File: src/rtl/core/rcr_pkg.sv
// Shared constants, codes and types of the rectangle canvas rasterizer.
package rcr_pkg;

    localparam int MAX_SIDE   = 256;
    localparam int FRAC_BITS  = 8;

    localparam int FIELD_W    = 24;
    localparam int CHAR_W     = 8;
    localparam int CFG_W      = 9;
    localparam int RC_W       = 8;
    localparam int STATUS_W   = 2;
    localparam int OPCODE_W   = 2;

    localparam int SIDE_W     = $clog2(MAX_SIDE);
    localparam int CNT_W      = SIDE_W + 1;
    localparam int LIM_W      = (CFG_W > CNT_W) ? CFG_W : CNT_W;
    localparam int ADDR_W     = 2 * SIDE_W;
    localparam int MEM_DEPTH  = MAX_SIDE * MAX_SIDE;

    localparam int CW_A       = FIELD_W + 2;
    localparam int CW_B       = SIDE_W + FRAC_BITS + 2;
    localparam int CW         = (CW_A > CW_B) ? CW_A : CW_B;
    localparam logic signed [CW-1:0] FIX_ONE = CW'(64'd1 << FRAC_BITS);

    localparam int S_DATA_W   = 4 * FIELD_W + CHAR_W + 2 * RC_W;
    localparam int S_USER_W   = OPCODE_W + 1;
    localparam int M_DATA_W   = ((CHAR_W + STATUS_W + 7) / 8) * 8;

    localparam int CFG_IDX_W  = 2;

    localparam logic [CFG_IDX_W-1:0] REG_WIDTH  = 2'd0;
    localparam logic [CFG_IDX_W-1:0] REG_HEIGHT = 2'd1;
    localparam logic [CFG_IDX_W-1:0] REG_BG     = 2'd2;

    localparam logic [OPCODE_W-1:0] OP_CLEAR = 2'd0;
    localparam logic [OPCODE_W-1:0] OP_DRAW  = 2'd1;
    localparam logic [OPCODE_W-1:0] OP_READ  = 2'd2;

    localparam logic [STATUS_W-1:0] ST_DONE    = 2'd0;
    localparam logic [STATUS_W-1:0] ST_REJECT  = 2'd1;
    localparam logic [STATUS_W-1:0] ST_OUTSIDE = 2'd2;

    localparam logic [CHAR_W-1:0] BG_RESET = 8'd32;

    localparam int QDEPTH     = 2;
    localparam int QPTR_W     = (QDEPTH > 1) ? $clog2(QDEPTH) : 1;
    localparam int QCNT_W     = $clog2(QDEPTH + 1);

    typedef enum logic [1:0] {
        K_CLEAR,
        K_DRAW,
        K_READ,
        K_REPORT
    } t_kind;

    typedef struct packed {
        t_kind                kind;
        logic [STATUS_W-1:0]  status;
        logic                 filled;
        logic [CHAR_W-1:0]    paint;
        logic [SIDE_W-1:0]    row;
        logic [SIDE_W-1:0]    col;
        logic signed [CW-1:0] x_lo;
        logic signed [CW-1:0] x_lo1;
        logic signed [CW-1:0] x_hi1;
        logic signed [CW-1:0] x_hi;
        logic signed [CW-1:0] y_lo;
        logic signed [CW-1:0] y_lo1;
        logic signed [CW-1:0] y_hi1;
        logic signed [CW-1:0] y_hi;
    } t_cmd;

    typedef struct packed {
        logic [CNT_W-1:0]  wd;
        logic [CNT_W-1:0]  ht;
        logic [CHAR_W-1:0] bg;
    } t_cfg;

    typedef struct packed {
        logic push;
        logic full;
    } t_qctl;

endpackage

File: src/rtl/core/rcr_cmd_fifo.sv
// Short command queue between the front end and the canvas engine.
module rcr_cmd_fifo (
    input  logic          i_clk,
    input  logic          i_rst_n,
    input  rcr_pkg::t_qctl i_ctl,
    input  rcr_pkg::t_cmd i_cmd,
    output logic          o_full,
    output logic          o_valid,
    input  logic          i_pop,
    output rcr_pkg::t_cmd o_cmd
);
    import rcr_pkg::*;

    t_cmd              r_slot [QDEPTH];
    logic [QPTR_W-1:0] r_wr_ptr;
    logic [QPTR_W-1:0] r_rd_ptr;
    logic [QCNT_W-1:0] r_count;
    logic              do_push;
    logic              do_pop;

    assign o_full  = (r_count == QCNT_W'(QDEPTH));
    assign o_valid = (r_count != '0);
    assign o_cmd   = r_slot[r_rd_ptr];
    assign do_push = i_ctl.push && !o_full;
    assign do_pop  = i_pop && o_valid;

    always_ff @(posedge i_clk) begin
        if (do_push) begin
            r_slot[r_wr_ptr] <= i_cmd;
        end
    end

    always_ff @(posedge i_clk) begin
        if (!i_rst_n) begin
            r_wr_ptr <= '0;
            r_rd_ptr <= '0;
            r_count  <= '0;
        end else begin
            if (do_push) begin
                r_wr_ptr <= (r_wr_ptr == QPTR_W'(QDEPTH - 1)) ? '0 : r_wr_ptr + 1'b1;
            end
            if (do_pop) begin
                r_rd_ptr <= (r_rd_ptr == QPTR_W'(QDEPTH - 1)) ? '0 : r_rd_ptr + 1'b1;
            end
            case ({do_push, do_pop})
                2'b10:   r_count <= r_count + 1'b1;
                2'b01:   r_count <= r_count - 1'b1;
                default: r_count <= r_count;
            endcase
        end
    end

endmodule

File: config.mk
export PLATFORM = sky130hd
export DESIGN_NAME = rcr_cmd_fifo
export DESIGN_NICKNAME = d
export VERILOG_FILES = /design/src/rtl/core/rcr_pkg.sv /design/src/rtl/core/rcr_cmd_fifo.sv
export SDC_FILE = /design/constraint.sdc
export NUM_CORES = 1
export LEC_CHECK = 0
export BUFFER_PORTS_ARGS = -buffer_cell sky130_fd_sc_hd__buf_2
export CELL_PAD_IN_SITES_DETAIL_PLACEMENT = 0
export CELL_PAD_IN_SITES_GLOBAL_PLACEMENT = 1
export CORE_MARGIN = 2
export CORE_UTILIZATION = 30
export CTS_CLUSTER_SIZE = 8
export DETAILED_ROUTE_END_ITERATION = 12
export PLACE_DENSITY_LB_ADDON = 0.1
export SLEW_MARGIN = 20
export SYNTH_ARGS = -nofsm -noshare
export SYNTH_HDL_FRONTEND = slang
export SYNTH_SLANG_ARGS = --single-unit
File: constraint.sdc
create_clock -name i_clk -period 7.3 [get_ports i_clk]
set_input_delay 1.46 -clock i_clk [delete_from_list [all_inputs] [get_ports i_clk]]
set_output_delay 1.46 -clock i_clk [all_outputs]
set_load 0.005 [all_outputs]
==> metrics.cfg <==
[floorplan]
die_y_um = 244.0
core_mm2 = 0.05671
io_pins = 481
rows = 87
start_util = 0.3047
die_area_mm2 = 0.05953
die_x_um = 244.0

[logic_synthesis]
synth.largest_area_cell = edfxtp_1
synth.top_cells.by_count = 474 x edfxtp_1, 237 x mux2_2, 23 x buf_2
netlist_instances = 763
netlist_area_mm2 = 0.01728
syn_avg_cell_area_um2 = 22.65
synth.most_common_cell = edfxtp_1
synth.top_cell.area_share = 0.8238
async_flop_share = 0
yosys_warnings = 0
synth_ff_type = edfxtp_1
synth_edf_count = 474
synth-seq-cells = 479
synth_nets = 1006
synth_area_leaders = edfxtp_1 82%, mux2_2 15%, buf_2 0.67%
ys_types = 19
ys_seq_area_frac = 0.8295

[cells_and_area]
n_fill_cell = 5318
drive_gt1_frac = 0.6147
final_core_util = 0.3955
nets = 1535
design_area_mm2 = 0.02243
area_growth_pct = 29.80

[grt]
grt_pass1_vias = 9285
antenna_found_initial = 11
grt_pass1_wl_um = 60200
grt-ovfl-total = 0
grt_max_degree = 127
gr-usage-all-layers = 0.1388

[drt]
drtPass1Iterations = 4
detail_route.vias_per_cell = 4.311
drtIter0Drc = 340
drc_errors = 0
antenna_left = 0
drt-wirelength-per-cell_um = 20.49
routed_wl_um = 42300
vias = 8897

[power]
p_comb_frac = 0.217
swShare = 0.2575
p_switching_mw = 2.096
power_frac_seq = 0.444
power_frac_clock = 0.339
intPower_mw = 6.042
power_density_mw_per_mm2 = 362.8
power_leakage_nw = 8.223
max-vdd-ir-drop_uv = 208.2

[sta]
tns_ps = 0
layout_setup_ws_ps = 2888
max_freq_mhz = 226.6
fin_crit_sh = 0.6045
worstMarginPinSlew_ps = 1059
fin_crit_ps = 4413
clock_skew_ps = 16.97
relSlewSlack = 0.2939
finalMaxSlewViolations = 0
rsz0062_at_grt = false
finalHoldViolCount = 0
setup_viol = 0

[status]
status = complete, no violations

[cts]
cts_resized = 0
cts_tree = done
clockBufferDepth = 3
cts_root_buf = clkbuf_16
cts_made_buffers = 69
clk_pin_slew_worst_paths_ps = 50
post_cts_buffers = 0
hold_buffers = 0
cts-htree-levels = 3
clkSinkCount = 479
worstSkewPairLatency_ps = 570

[setup_path]
cp.required_ps = 5840
setup.worst_path.end_class = primary output
cp-start-kind = register
crit_type = register to primary output
arrival_ps = 2950
crit_fanout = 122

[placed_design]
numPortBuffers = 479
postPlaceCellArea_mm2 = 0.02058
place_hpwl_um = 27660
preCtsSetupSlack_ps = 3334
gp_congestion = 0.7553

[flow_run]
maxCapViolations = 0

[min_path]
hold_class = register to register

## stage by stage
step	instances	hold slack (ps)	power, mW
after floorplan	763	456.7	4.662
after global placement	1977	480.3	5.492
after detailed placement	1977	481.0	5.494
after CTS	2059	485.3	8.333
after global routing	2062	512.4	8.547
final	2064	485.8	8.137
## cells in the final DEF (no fill, tap or decap)
master / netlist / layout
inv_8: 0 / 1
xnor2_1: 3 / 3
dfxtp_1: 5 / 4
a21boi_1: 2 / 2
buf_12: 0 / 3
nor2b_1: 2 / 2
inv_1: 2 / 1
diode_2: 0 / 5
or2_2: 1 / 1
buf_4: 3 / 2
clkinv_8: 0 / 3
dfxtp_4: 0 / 1
nand2_1: 1 / 1
clkbuf_1: 0 / 8
buf_2: 23 / 479
or3_1: 2 / 2
edfxtp_1: 474 / 474
nand2b_2: 1 / 1
clkbuf_16: 0 / 70
inv_6: 0 / 1
inv_2: 1 / 1
and3_4: 0 / 1
o21ai_0: 2 / 2
o21a_1: 1 / 1
mux2_2: 237 / 237
ha_1: 1 / 1
and2_1: 1 / 1
## kinds of logic (layout without fill, tap and decap cells)
kind of cell / count (synthesis) / count (layout) / share of synthesized area
flops: 479 / 479 / 0.8295
mux: 237 / 237 / 0.1545
buf+inv: 29 / 569 / 0.008617
simple gates: 9 / 9 / 0.003259
compound gates: 5 / 5 / 0.001883
xor+xnor: 3 / 3 / 0.001521
fa+ha+maj: 1 / 1 / 0.0007240
other cells: 0 / 5 / 0
## final timing paths
check	endpoint	slack [ps]	from	depth (start not counted)
max	o_cmd[25]	2890	register	3
min	r_wr_ptr$_SDFFE_PN0N_	490	r_wr_ptr$_SDFFE_PN0N_	2
max reg2reg	r_slot[0][185]$_DFFE_PP_	4430	r_count[0]$_SDFFE_PN0P_	5
min reg2reg	r_wr_ptr$_SDFFE_PN0N_	490	r_wr_ptr$_SDFFE_PN0N_	2
## registers in the layout, indices dropped and copies added (netlist names), named ones only
name	flops
r_rd_ptr	1
r_slot	474
r_count	2
r_wr_ptr	1
## routing by layer
layer,GRT usage,part of all wire,routed length (um),up-vias
met2,0.2383,0.52,21820,271
met5,0,0.0019,81,-
met1,0.1557,0.38,16150,4446
met3,0.05806,0.078,3287,77
li1,-,-,-,4091
met4,0.04555,0.023,965,12
## power by group through the flow
stage / Clock (mW) / Combinational (mW) / Sequential [mW]
2_1_floorplan: 0 / 1.01 / 3.65
3_3_place_gp: 0 / 1.84 / 3.66
3_5_place_dp: 0 / 1.82 / 3.67
4_1_cts: 2.88 / 1.83 / 3.62
5_1_grt: 2.97 / 1.92 / 3.65
6_report: 2.76 / 1.76 / 3.61
## layout make-up
type / instances / area, um^2 / share of cell area
clock buffers: 78 / 1782 / 0.07944
flip-flops and latches: 479 / 14340 / 0.6393
multi-input cells: 255 / 2801 / 0.1249
inverters: 3 / 18.77 / 0.0008368
repair buffers: 484 / 2472 / 0.1102
clock inverters: 4 / 57.56 / 0.002566
well taps: 756 / 945.9 / 0.04218
diodes: 5 / 12.51 / 0.0005579
## worst max-delay path: stages, from the launching register on
cell and delay [ps]:
dfxtp_4 1000, buf_12 490, mux2_2 410, buf_2 140
(Power assumes the default switching activity.)
