$ cat src/rtl/core/rcr_pkg.sv
// Shared constants, codes and types of the rectangle canvas rasterizer.
package rcr_pkg;

    localparam int MAX_SIDE   = 256;
    localparam int FRAC_BITS  = 8;

    localparam int FIELD_W    = 24;
    localparam int CHAR_W     = 8;
    localparam int CFG_W      = 9;
    localparam int RC_W       = 8;
    localparam int STATUS_W   = 2;
    localparam int OPCODE_W   = 2;

    localparam int SIDE_W     = $clog2(MAX_SIDE);
    localparam int CNT_W      = SIDE_W + 1;
    localparam int LIM_W      = (CFG_W > CNT_W) ? CFG_W : CNT_W;
    localparam int ADDR_W     = 2 * SIDE_W;
    localparam int MEM_DEPTH  = MAX_SIDE * MAX_SIDE;

    localparam int CW_A       = FIELD_W + 2;
    localparam int CW_B       = SIDE_W + FRAC_BITS + 2;
    localparam int CW         = (CW_A > CW_B) ? CW_A : CW_B;
    localparam logic signed [CW-1:0] FIX_ONE = CW'(64'd1 << FRAC_BITS);

    localparam int S_DATA_W   = 4 * FIELD_W + CHAR_W + 2 * RC_W;
    localparam int S_USER_W   = OPCODE_W + 1;
    localparam int M_DATA_W   = ((CHAR_W + STATUS_W + 7) / 8) * 8;

    localparam int CFG_IDX_W  = 2;

    localparam logic [CFG_IDX_W-1:0] REG_WIDTH  = 2'd0;
    localparam logic [CFG_IDX_W-1:0] REG_HEIGHT = 2'd1;
    localparam logic [CFG_IDX_W-1:0] REG_BG     = 2'd2;

    localparam logic [OPCODE_W-1:0] OP_CLEAR = 2'd0;
    localparam logic [OPCODE_W-1:0] OP_DRAW  = 2'd1;
    localparam logic [OPCODE_W-1:0] OP_READ  = 2'd2;

    localparam logic [STATUS_W-1:0] ST_DONE    = 2'd0;
    localparam logic [STATUS_W-1:0] ST_REJECT  = 2'd1;
    localparam logic [STATUS_W-1:0] ST_OUTSIDE = 2'd2;

    localparam logic [CHAR_W-1:0] BG_RESET = 8'd32;

    localparam int QDEPTH     = 2;
    localparam int QPTR_W     = (QDEPTH > 1) ? $clog2(QDEPTH) : 1;
    localparam int QCNT_W     = $clog2(QDEPTH + 1);

    typedef enum logic [1:0] {
        K_CLEAR,
        K_DRAW,
        K_READ,
        K_REPORT
    } t_kind;

    typedef struct packed {
        t_kind                kind;
        logic [STATUS_W-1:0]  status;
        logic                 filled;
        logic [CHAR_W-1:0]    paint;
        logic [SIDE_W-1:0]    row;
        logic [SIDE_W-1:0]    col;
        logic signed [CW-1:0] x_lo;
        logic signed [CW-1:0] x_lo1;
        logic signed [CW-1:0] x_hi1;
        logic signed [CW-1:0] x_hi;
        logic signed [CW-1:0] y_lo;
        logic signed [CW-1:0] y_lo1;
        logic signed [CW-1:0] y_hi1;
        logic signed [CW-1:0] y_hi;
    } t_cmd;

    typedef struct packed {
        logic [CNT_W-1:0]  wd;
        logic [CNT_W-1:0]  ht;
        logic [CHAR_W-1:0] bg;
    } t_cfg;

    typedef struct packed {
        logic push;
        logic full;
    } t_qctl;

endpackage

$ cat src/rtl/core/rcr_front.sv
// Front end: configuration registers, item intake and command classification.
module rcr_front (
    input  logic                          i_clk,
    input  logic                          i_rst_n,
    input  logic                          i_s_tvalid,
    output logic                          o_s_tready,
    input  logic [rcr_pkg::S_DATA_W-1:0]  i_s_tdata,
    input  logic [rcr_pkg::S_USER_W-1:0]  i_s_tuser,
    input  logic                          i_cfg_valid,
    output logic                          o_cfg_ready,
    input  logic [rcr_pkg::CFG_IDX_W-1:0] i_cfg_index,
    input  logic [rcr_pkg::CFG_W-1:0]     i_cfg_data,
    input  logic                          i_q_full,
    output logic                          o_push,
    output rcr_pkg::t_cmd                 o_cmd,
    output rcr_pkg::t_cfg                 o_cfg
);
    import rcr_pkg::*;

    logic [CFG_W-1:0]  r_cfg_w;
    logic [CFG_W-1:0]  r_cfg_h;
    logic [CHAR_W-1:0] r_bg;

    logic [LIM_W-1:0]  wd_ext;
    logic [LIM_W-1:0]  ht_ext;
    logic [LIM_W-1:0]  wd_lim;
    logic [LIM_W-1:0]  ht_lim;

    logic [OPCODE_W-1:0]       opcode;
    logic                      filled;
    logic signed [FIELD_W-1:0] rect_x;
    logic signed [FIELD_W-1:0] rect_y;
    logic signed [FIELD_W-1:0] rect_w;
    logic signed [FIELD_W-1:0] rect_h;
    logic [CHAR_W-1:0]         paint_char;
    logic [RC_W-1:0]           read_row;
    logic [RC_W-1:0]           read_col;
    logic signed [CW-1:0]      x_ext;
    logic signed [CW-1:0]      y_ext;
    logic signed [CW-1:0]      w_ext;
    logic signed [CW-1:0]      h_ext;

    always_ff @(posedge i_clk) begin
        if (!i_rst_n) begin
            r_cfg_w <= '0;
            r_cfg_h <= '0;
            r_bg    <= BG_RESET;
        end else if (i_cfg_valid) begin
            case (i_cfg_index)
                REG_WIDTH:  r_cfg_w <= i_cfg_data;
                REG_HEIGHT: r_cfg_h <= i_cfg_data;
                REG_BG:     r_bg    <= i_cfg_data[CHAR_W-1:0];
                default: ;
            endcase
        end
    end

    assign o_cfg_ready = 1'b1;

    assign wd_ext = LIM_W'(r_cfg_w);
    assign ht_ext = LIM_W'(r_cfg_h);
    assign wd_lim = (wd_ext > LIM_W'(MAX_SIDE)) ? LIM_W'(MAX_SIDE) : wd_ext;
    assign ht_lim = (ht_ext > LIM_W'(MAX_SIDE)) ? LIM_W'(MAX_SIDE) : ht_ext;

    assign o_cfg.wd = CNT_W'(wd_lim);
    assign o_cfg.ht = CNT_W'(ht_lim);
    assign o_cfg.bg = r_bg;

    assign opcode     = i_s_tuser[1:0];
    assign filled     = i_s_tuser[2];
    assign rect_x     = i_s_tdata[23:0];
    assign rect_y     = i_s_tdata[47:24];
    assign rect_w     = i_s_tdata[71:48];
    assign rect_h     = i_s_tdata[95:72];
    assign paint_char = i_s_tdata[103:96];
    assign read_row   = i_s_tdata[111:104];
    assign read_col   = i_s_tdata[119:112];

    assign x_ext = CW'(rect_x);
    assign y_ext = CW'(rect_y);
    assign w_ext = CW'(rect_w);
    assign h_ext = CW'(rect_h);

    assign o_s_tready = !i_q_full;
    assign o_push     = i_s_tvalid && !i_q_full;

    always_comb begin
        o_cmd        = '0;
        o_cmd.filled = filled;
        o_cmd.paint  = paint_char;
        o_cmd.row    = SIDE_W'(read_row);
        o_cmd.col    = SIDE_W'(read_col);
        o_cmd.x_lo   = x_ext;
        o_cmd.x_lo1  = x_ext + FIX_ONE;
        o_cmd.x_hi   = x_ext + w_ext;
        o_cmd.x_hi1  = x_ext + w_ext - FIX_ONE;
        o_cmd.y_lo   = y_ext;
        o_cmd.y_lo1  = y_ext + FIX_ONE;
        o_cmd.y_hi   = y_ext + h_ext;
        o_cmd.y_hi1  = y_ext + h_ext - FIX_ONE;
        o_cmd.status = ST_DONE;
        case (opcode)
            OP_CLEAR: o_cmd.kind = K_CLEAR;
            OP_DRAW: begin
                if (rect_w <= 0 || rect_h <= 0) begin
                    o_cmd.kind   = K_REPORT;
                    o_cmd.status = ST_REJECT;
                end else begin
                    o_cmd.kind = K_DRAW;
                end
            end
            OP_READ: begin
                if (LIM_W'(read_row) >= ht_lim || LIM_W'(read_col) >= wd_lim) begin
                    o_cmd.kind   = K_REPORT;
                    o_cmd.status = ST_OUTSIDE;
                end else begin
                    o_cmd.kind = K_READ;
                end
            end
            default: o_cmd.kind = K_REPORT;
        endcase
    end

endmodule

$ cat config.mk
export PLATFORM = sky130hd
export DESIGN_NAME = rcr_front
export DESIGN_NICKNAME = d
export VERILOG_FILES = /design/src/rtl/core/rcr_pkg.sv /design/src/rtl/core/rcr_front.sv
export SDC_FILE = /design/constraint.sdc
export NUM_CORES = 1
export LEC_CHECK = 0
export BUFFER_PORTS_ARGS = -buffer_cell sky130_fd_sc_hd__buf_2
export CELL_PAD_IN_SITES_DETAIL_PLACEMENT = 0
export CELL_PAD_IN_SITES_GLOBAL_PLACEMENT = 1
export CORE_AREA = 3 3 157 159
export CTS_BUF_LIST = sky130_fd_sc_hd__clkbuf_4
export CTS_CLUSTER_SIZE = 40
export DETAILED_ROUTE_END_ITERATION = 8
export DIE_AREA = 0 0 160 162
export GPL_ROUTABILITY_DRIVEN = 0
export PLACE_DENSITY_LB_ADDON = 0.1
export REMOVE_ABC_BUFFERS = 1
export SLEW_MARGIN = 40
export SYNTH_ARGS = -nofsm -noshare
export SYNTH_HDL_FRONTEND = slang
export SYNTH_SLANG_ARGS = --single-unit
$ cat constraint.sdc
create_clock -name i_clk -period 7.2 [get_ports i_clk]
set_input_delay 1.8 -clock i_clk [delete_from_list [all_inputs] [get_ports i_clk]]
set_output_delay 1.8 -clock i_clk [all_outputs]
set_load 0.005 [all_outputs]
==> tab_implementation.tex, run 1 <==
\begin{tabular}{lr}
\hline
Metric & Value \\
\hline
\multicolumn{2}{l}{\textbf{Power}} \\
Cell-internal power & 0.530 mW \\
Sw frac & 45.1\% \\
Design Power & 0.965 mW \\
Switching power summed over all nets & 0.435 mW \\
Clock group share of total power & 10.3\% \\
Max rail drop VDD & 0.139 mV \\
Pwr dens & 121 nW/um\^{}2 \\
Share of power burned in combinational logic & 73.9\% \\
Sequential group share of total power & 15.8\% \\
Cell leakage power & 4.15 nW \\
\multicolumn{2}{l}{\textbf{CTS}} \\
Number of H-tree levels & 1 \\
Buffer cell driving the clock tree root & sky130\_fd\_sc\_hd\_\_clkbuf\_4 \\
Clock tree from TritonCTS & built \\
Clock latency at the later pin of the worst-skew pair & 310 ps \\
CTS buffer count & 3 \\
Clock Pin Slew Worst Setup and Hold Paths & 140 ps \\
Total clock sinks & 26 \\
Longest Clk Path Bufs & 2 \\
\multicolumn{2}{l}{\textbf{Synthesis}} \\
Number of distinct library cell variants in the gate-level netlist after synthesis & 66 \\
Cell type with the highest aggregate area in the netlist & sky130\_fd\_sc\_hd\_\_ha\_1 \\
Syn\_area\_per\_cell & 7.32 sq um \\
XOR/XNOR share of the synthesized area & 12.4\% \\
Number of warnings issued by yosys & 0 \\
Synth Area in Adders & 14.9\% \\
Register bit count reported by yosys & 26 \\
Number of enable flip-flop cells after synthesis & 0 \\
Compound-Gate Fraction of Synth Area & 19.2\% \\
Portion of netlist area occupied by mux cells & 4.34\% \\
Dominant combinational cell family by area after synthesis & simple AND/OR/NAND/NOR gates \\
Top post-synthesis cells by area & sky130\_fd\_sc\_hd\_\_ha\_1, sky130\_fd\_sc\_hd\_\_buf\_4, sky130\_fd\_sc\_hd\_\_dfxtp\_1 \\
Top FF cell, synth & sky130\_fd\_sc\_hd\_\_dfxtp\_1 \\
Fraction of registers with async set or reset after synthesis & 0\% \\
Synth Cell Area & 6220 sq um \\
Fraction of the yosys area taken by sequential cells & 8.37\% \\
Share of the synthesized area in the top cell type & 14.3\% \\
Post-Synthesis Cells & 850 \\
Simple-gate area share of the yosys netlist & 22.4\% \\
\multicolumn{2}{l}{\textbf{Global routing}} \\
Total global routing overflow & 0 \\
Number of antenna violations at the first check in global routing & 1 \\
Maximum number of pins on one net before global-route repair & 27 \\
First-pass GRT wire length & 35200 um \\
Global routing usage summed across all routing layers & 16.4\% \\
Via count of the first global-routing pass & 6505 \\
\multicolumn{2}{l}{\textbf{Worst setup path}} \\
Endpoint of the most critical register-to-register path & r\_cfg\_w[8] \\
Maximum net fanout on the critical path & 5 \\
Arrival time at the worst endpoint & 5270 ps \\
Worst R2R Path Depth & 2 \\
Crit. End Element & output port \\
WS Path Type & in2out \\
Required time of the worst setup path & 5400 ps \\
Slack of the worst reg-to-reg path & 6320 ps \\
Startpoint type of the worst setup path & input port \\
Reg2Reg Launch Point & r\_cfg\_w[8] \\
\multicolumn{2}{l}{\textbf{Placed design}} \\
IO buf count & 385 \\
Half-perimeter wire length after placement & 20500 um \\
Post-placement setup slack & 67.1 ps \\
Cell total after placement & 1442 \\
Area after DPL & 7810 sq um \\
\multicolumn{2}{l}{\textbf{Final layout}} \\
Total area of multi-input combinational cells & 4690 sq um \\
Number of filler cells placed in the layout & 2652 \\
Post-Layout Inst Area & 8000 sq um \\
Number of antenna cells inserted & 0 \\
Layout cell share with drive strength beyond 1 & 39.6\% \\
Core Util, Final & 34.2\% \\
Post-route insts no fill & 1447 \\
Final Net Count & 1341 \\
Combined flip-flop and latch cell area & 520 sq um \\
Area Overhead vs Synth & 28.6\% \\
\multicolumn{2}{l}{\textbf{Routing}} \\
Remaining number of nets flagged by the antenna check after routing & 0 \\
Post-detailed-route wirelength per cell & 16.0 um \\
Total Wirelength & 23200 um \\
Number of DRC violations after detailed routing & 0 \\
Vias per cell & 4.66 \\
First-pass detailed-route iteration total & 7 \\
Violation count after the first detailed-routing iteration & 268 \\
Vias after detailed routing & 6736 \\
\multicolumn{2}{l}{\textbf{Die}} \\
Die W & 160 um \\
IO Pins & 405 \\
Die outline area & 25900 sq um \\
Total number of placement rows & 56 \\
CORE AREA & 23400 sq um \\
Initial Util & 26.6\% \\
Vertical die dimension & 162 um \\
\multicolumn{2}{l}{\textbf{Job}} \\
Number of maximum-capacitance constraint violations & 0 \\
\multicolumn{2}{l}{\textbf{Min path}} \\
Hold depth & 2 \\
Class of the tightest hold or removal check & reg2reg \\
Worst Min Path Start & r\_bg[5] \\
Hold Path End & r\_bg[5] \\
\multicolumn{2}{l}{\textbf{Status}} \\
Run status & finished, final reports clean \\
\multicolumn{2}{l}{\textbf{STA}} \\
Time the final worst path needs with I/O delays and setup & 7070 ps \\
Final setup violation count & 0 \\
Unrepaired setup endpoints after global routing & yes \\
Worst clock skew & 0 ps \\
Final-report max-slew violation count & 0 \\
Relative slew margins & 56.6\% \\
Maximum frequency from static timing analysis & 141 MHz \\
Post-route setup TNS & 0 ps \\
Slew @ Worst Pin & 648 ps \\
Worst setup slack after layout & 131 ps \\
Period utilisation layout & 98.2\% \\
Final hold violations & 0 \\
Worst Hold Margin & 514 ps \\
\hline
\end{tabular}
synth_stat cells (all sizes together), types with 3 or more instances:
| master | number |
|---|---|
| a41oi | 3 |
| a31oi | 6 |
| o211ai | 9 |
| xor2 | 37 |
| nor4 | 13 |
| nand2 | 62 |
| o2111ai | 3 |
| o41a | 3 |
| clkbuf | 22 |
| nand4 | 13 |
| inv | 46 |
| o21bai | 3 |
| a21oi | 49 |
| nand2b | 13 |
| a21o | 24 |
| a211oi | 6 |
| o21a | 10 |
| nor2 | 48 |
| or4 | 5 |
| and3 | 9 |
| or3 | 8 |
| o21ai | 36 |
| a211o | 3 |
| nor2b | 31 |
| dfxtp | 26 |
| ha | 71 |
| nand3 | 28 |
| buf | 120 |
| xnor2 | 50 |
| nand3b | 5 |
| nor3 | 20 |
| a21boi | 3 |
| nor3b | 4 |
| mux2i | 27 |
| and2 | 3 |
| a221oi | 4 |
| o31ai | 4 |
power groups by stage:
stage	Sequential, mW	Clock [mW]	Combinational (mW)
3_3_place_gp	0.155	0	0.711
3_5_place_dp	0.155	0	0.703
2_1_floorplan	0.154	0	0.356
6_report	0.152	0.0997	0.713
5_1_grt	0.153	0.110	0.795
4_1_cts	0.152	0.104	0.707
worst max path at each step:
stage | start | slack (ps) | cells past startpoint | to
after CTS | i_s_tdata[30] | 10 | 12 | o_cmd[50]
final | i_s_tdata[29] | 130 | 12 | o_cmd[47]
after floorplan | i_s_tdata[24] | 410 | 12 | o_cmd[47]
after detailed placement | i_s_tdata[34] | 70 | 12 | o_cmd[50]
after global routing | i_s_tdata[0] | -50 | 13 | o_cmd[152]
after global placement | i_s_tdata[24] | 60 | 14 | o_cmd[50]
cell type report:
type,instances,area share (%)
clock buffer,3,0.282
clock inverter,1,0.375
inverter,46,2.16
multi-input combinational,636,58.7
sequential,26,6.51
tap,319,4.99
timing repair buffer,416,27.0
placed cells by master (no fill, tap or decap), types with 27 or more instances in the layout:
master,Yosys,final
sky130_fd_sc_hd__a21oi_1,48,45
sky130_fd_sc_hd__buf_2,5,385
sky130_fd_sc_hd__buf_4,114,31
sky130_fd_sc_hd__ha_1,71,71
sky130_fd_sc_hd__inv_1,46,46
sky130_fd_sc_hd__mux2i_1,27,27
sky130_fd_sc_hd__nand2_1,62,62
sky130_fd_sc_hd__nand3_1,28,28
sky130_fd_sc_hd__nor2_1,48,48
sky130_fd_sc_hd__nor2b_1,31,31
sky130_fd_sc_hd__o21ai_0,31,29
sky130_fd_sc_hd__xnor2_1,49,47
sky130_fd_sc_hd__xor2_1,37,37
worst max-delay path, stage by stage:
cell and delay (ps):
sky130_fd_sc_hd__buf_2 120, sky130_fd_sc_hd__ha_1 350, sky130_fd_sc_hd__a21o_1 240, sky130_fd_sc_hd__buf_4 160, sky130_fd_sc_hd__o41a_1 420, sky130_fd_sc_hd__a41oi_2 260, sky130_fd_sc_hd__xnor2_2 110, sky130_fd_sc_hd__or4_4 560
sky130_fd_sc_hd__or4_1 460, sky130_fd_sc_hd__or4b_4 520, sky130_fd_sc_hd__xnor2_2 140, sky130_fd_sc_hd__buf_2 130
what timing repair did:
item,CTS,global route
gates resized for setup,0,23
setup buffers,0,1
hold buffers,0,0
endpoints found under the setup margin,0,9
state kept, by name, indices dropped and copies added, names as in the netlist:
name,count
r_cfg_w,9
r_bg,8
ht_ext,9
cells by family (layout without fill, tap and decap cells):
group | count (synthesis) | in the layout
flops | 26 | 26
buf+inv | 188 | 466
fa+ha+maj | 73 | 73
simple gates | 270 | 270
compound gates | 178 | 178
xor+xnor | 87 | 87
mux | 27 | 27
other cells | 1 | 1
metal layers:
| metal | routed length [um] | track usage (%) | vias to the layer above |
|---|---|---|---|
| met5 | 13 | 0 | - |
| met4 | 99 | 0.868 | 2 |
| met3 | 1480 | 2.65 | 8 |
| met2 | 11000 | 28.6 | 237 |
| met1 | 10700 | 22.3 | 3040 |
| li1 | - | - | 3449 |
Note: power is estimated with default switching activity, not from simulation.
==> run 2, diff against run 1 <==
- PLACE_DENSITY: default -> 0.83
- PLACE_DENSITY_LB_ADDON: 0.1 -> default
==> tab_implementation.tex, run 2 (same netlist as run 1, synthesis figures left out) <==
\begin{tabular}{lr}
\hline
Metric & Value \\
\hline
\multicolumn{2}{l}{\textbf{Status}} \\
Run status & finished, final reports clean (unchanged) \\
\multicolumn{2}{l}{\textbf{Final layout}} \\
Number of antenna cells inserted & 0 (unchanged) \\
Final Net Count & 1333 (was 1341) \\
Area Overhead vs Synth & 26.5\% (was 28.6\%) \\
Layout cell share with drive strength beyond 1 & 39.0\% (was 39.6\%) \\
Most common cell after layout, fill and taps aside & sky130\_fd\_sc\_hd\_\_buf\_2 (unchanged) \\
Commonest non-fill, non-tap cells in the layout & sky130\_fd\_sc\_hd\_\_buf\_2, sky130\_fd\_sc\_hd\_\_ha\_1, sky130\_fd\_sc\_hd\_\_nand2\_1 (unchanged) \\
Number of filler cells placed in the layout & 2586 (was 2652) \\
Post-route insts no fill & 1439 (was 1447) \\
\multicolumn{2}{l}{\textbf{Worst setup path}} \\
Critical path launch point & i\_s\_tdata[24] (was i\_s\_tdata[29]) \\
Startpoint type of the worst setup path & input port (unchanged) \\
Largest delay share family, worst path & simple AND/OR/NAND/NOR gates (unchanged) \\
Reg2Reg Launch Point & r\_cfg\_w[8] (unchanged) \\
CP max-delay cell & sky130\_fd\_sc\_hd\_\_or4\_4 (unchanged) \\
Arrival time at the worst endpoint & 5260 ps (was 5270 ps) \\
Maximum net fanout on the critical path & 6 (was 5) \\
Critical-path cell list & buf\_2, ha\_1, inv\_1, fa\_1, nand2b\_4, a21oi\_4, o41a\_1, a41oi\_2, xnor2\_1, or4\_4, or4\_4, or4b\_4, xnor2\_2, buf\_2 (was buf\_2, ha\_1, a21o\_1, buf\_4, o41a\_1, a41oi\_2, xnor2\_2, or4\_4, or4\_1, or4b\_4, xnor2\_2, buf\_2) \\
Count of buffer and inverter cells on the critical path & 3 (unchanged) \\
Crit. End Element & output port (unchanged) \\
WS Path Type & in2out (unchanged) \\
Required time of the worst setup path & 5400 ps (about the same) \\
Delay of the slowest critical-path stage & 560 ps (about the same) \\
\multicolumn{2}{l}{\textbf{STA}} \\
Period utilisation layout & 98.0\% (was 98.2\%) \\
Worst clock skew & 0 ps (unchanged) \\
Final-report max-slew violation count & 0 (unchanged) \\
Time the final worst path needs with I/O delays and setup & 7060 ps (was 7070 ps) \\
Final setup violation count & 0 (unchanged) \\
Slew @ Worst Pin & 719 ps (was 648 ps) \\
Maximum frequency from static timing analysis & 142 MHz (was 141 MHz) \\
Final hold violations & 0 (unchanged) \\
Relative slew margins & 51.6\% (was 56.6\%) \\
\multicolumn{2}{l}{\textbf{Power}} \\
Pwr dens & 120 nW/um\^{}2 (was 121 nW/um\^{}2) \\
Design Power & 0.941 mW (was 0.965 mW) \\
Max rail drop VDD & 0.112 mV (was 0.139 mV) \\
Cell leakage power & 4.09 nW (was 4.15 nW) \\
\multicolumn{2}{l}{\textbf{Routing}} \\
Post-detailed-route wirelength per cell & 16.7 um (was 16.0 um) \\
Vias per cell & 4.82 (was 4.66) \\
Violation count after the first detailed-routing iteration & 302 (was 268) \\
Remaining number of nets flagged by the antenna check after routing & 0 (unchanged) \\
Vias after detailed routing & 6940 (was 6736) \\
Number of DRC violations after detailed routing & 0 (unchanged) \\
First-pass detailed-route iteration total & 5 (was 7) \\
Total Wirelength & 24000 um (was 23200 um) \\
\multicolumn{2}{l}{\textbf{Die}} \\
IO Pins & 405 (unchanged) \\
Total number of placement rows & 56 (unchanged) \\
Die outline area & 25900 sq um (unchanged) \\
Initial Util & 26.6\% (unchanged) \\
Die W & 160 um (unchanged) \\
Vertical die dimension & 162 um (unchanged) \\
CORE AREA & 23400 sq um (unchanged) \\
\multicolumn{2}{l}{\textbf{CTS}} \\
CTS buffer count & 3 (unchanged) \\
Number of H-tree levels & 1 (unchanged) \\
Buffer cell driving the clock tree root & sky130\_fd\_sc\_hd\_\_clkbuf\_4 (unchanged) \\
Total clock sinks & 26 (unchanged) \\
Clock tree from TritonCTS & built (unchanged) \\
Clock latency at the later pin of the worst-skew pair & 310 ps (about the same) \\
Clock Pin Slew Worst Setup and Hold Paths & 140 ps (about the same) \\
Longest Clk Path Bufs & 2 (unchanged) \\
\multicolumn{2}{l}{\textbf{Placed design}} \\
Half-perimeter wire length after placement & 21000 um (was 20500 um) \\
Cell total after placement & 1434 (was 1442) \\
IO buf count & 385 (unchanged) \\
\multicolumn{2}{l}{\textbf{Global routing}} \\
Via count of the first global-routing pass & 6534 (was 6505) \\
Global routing usage summed across all routing layers & 16.8\% (was 16.4\%) \\
Number of antenna violations at the first check in global routing & 4 (was 1) \\
First-pass GRT wire length & 35900 um (was 35200 um) \\
Total global routing overflow & 0 (unchanged) \\
Maximum number of pins on one net before global-route repair & 27 (unchanged) \\
\multicolumn{2}{l}{\textbf{Job}} \\
Number of maximum-capacitance constraint violations & 0 (unchanged) \\
\multicolumn{2}{l}{\textbf{Min path}} \\
Worst Min Path Start & r\_bg[5] (unchanged) \\
Class of the tightest hold or removal check & reg2reg (unchanged) \\
\hline
\end{tabular}
run 2: cell count changes in the layout (fill, tap and decap cells not counted), sizes merged:
| cell | previous run | this run |
|---|---|---|
| bufinv | 1 | 0 |
| buf | 416 | 408 |
| clkinv | 0 | 1 |
run 2: timing repair:
action / 4_1_cts / 5_1_grt
hold buffers: 0 / 0
buffers inserted: 0 / 1
endpoints found under the setup margin: 3 / 11
resized for setup: 3 / 15
hold endpoints to repair: 0 / 0
pin swaps: 0 / 2
run 2: worst paths after layout:
path	slack [ps]	to	cells after the start
max	140	o_cmd[47]	14
min	530	r_bg[5]	2
max reg2reg	6400	r_cfg_w[8]	2
min reg2reg	530	r_bg[5]	2
run 2: metal layers:
layer / vias to the layer above / GRT usage (%) / routed length, um
li1: 3432 / - / -
met1: 3188 / 23.8 / 11100
met2: 274 / 27.0 / 10800
met3: 38 / 3.03 / 1570
met4: 8 / 3.08 / 480
met5: - / 0 / 43
run 2: worst min-delay path, cell delays in order, from the launching register on:
cell and delay, ps:
sky130_fd_sc_hd__dfxtp_1 370, sky130_fd_sc_hd__mux2i_1 80, sky130_fd_sc_hd__nand2_1 60
run 2: cell type report:
cell class	count	area, sq um	share of cell area (%)
inverter	46	173	2.19
sequential	26	520	6.61
timing repair buffer	408	2100	26.7
clock buffer	3	22.5	0.286
clock inverter	1	3.75	0.0477
multi-input combinational	636	4650	59.1
tap	319	399	5.07
run 2: through the flow:
stage	worst slack, ps	area [sq um]	setup TNS [ps]	util (%)	hold slack, ps
after floorplan	406	5260	0	-	468
after global placement	12.9	7750	0	33.1	461
after detailed placement	-66.5	7750	-161	33.1	480
after CTS	7.46	7790	0	33.3	516
after global routing	-1.43	7870	-1.43	33.6	552
final	142	7870	0	33.6	527
run 2: report_power, final:
part	leakage, nW	total, mW	switching [mW]	internal, mW
Clock	0.0154	0.0616	0.0413	0.0203
Combinational	3.86	0.727	0.403	0.324
Sequential	0.211	0.152	0.00303	0.149
Total	4.09	0.941	0.447	0.493
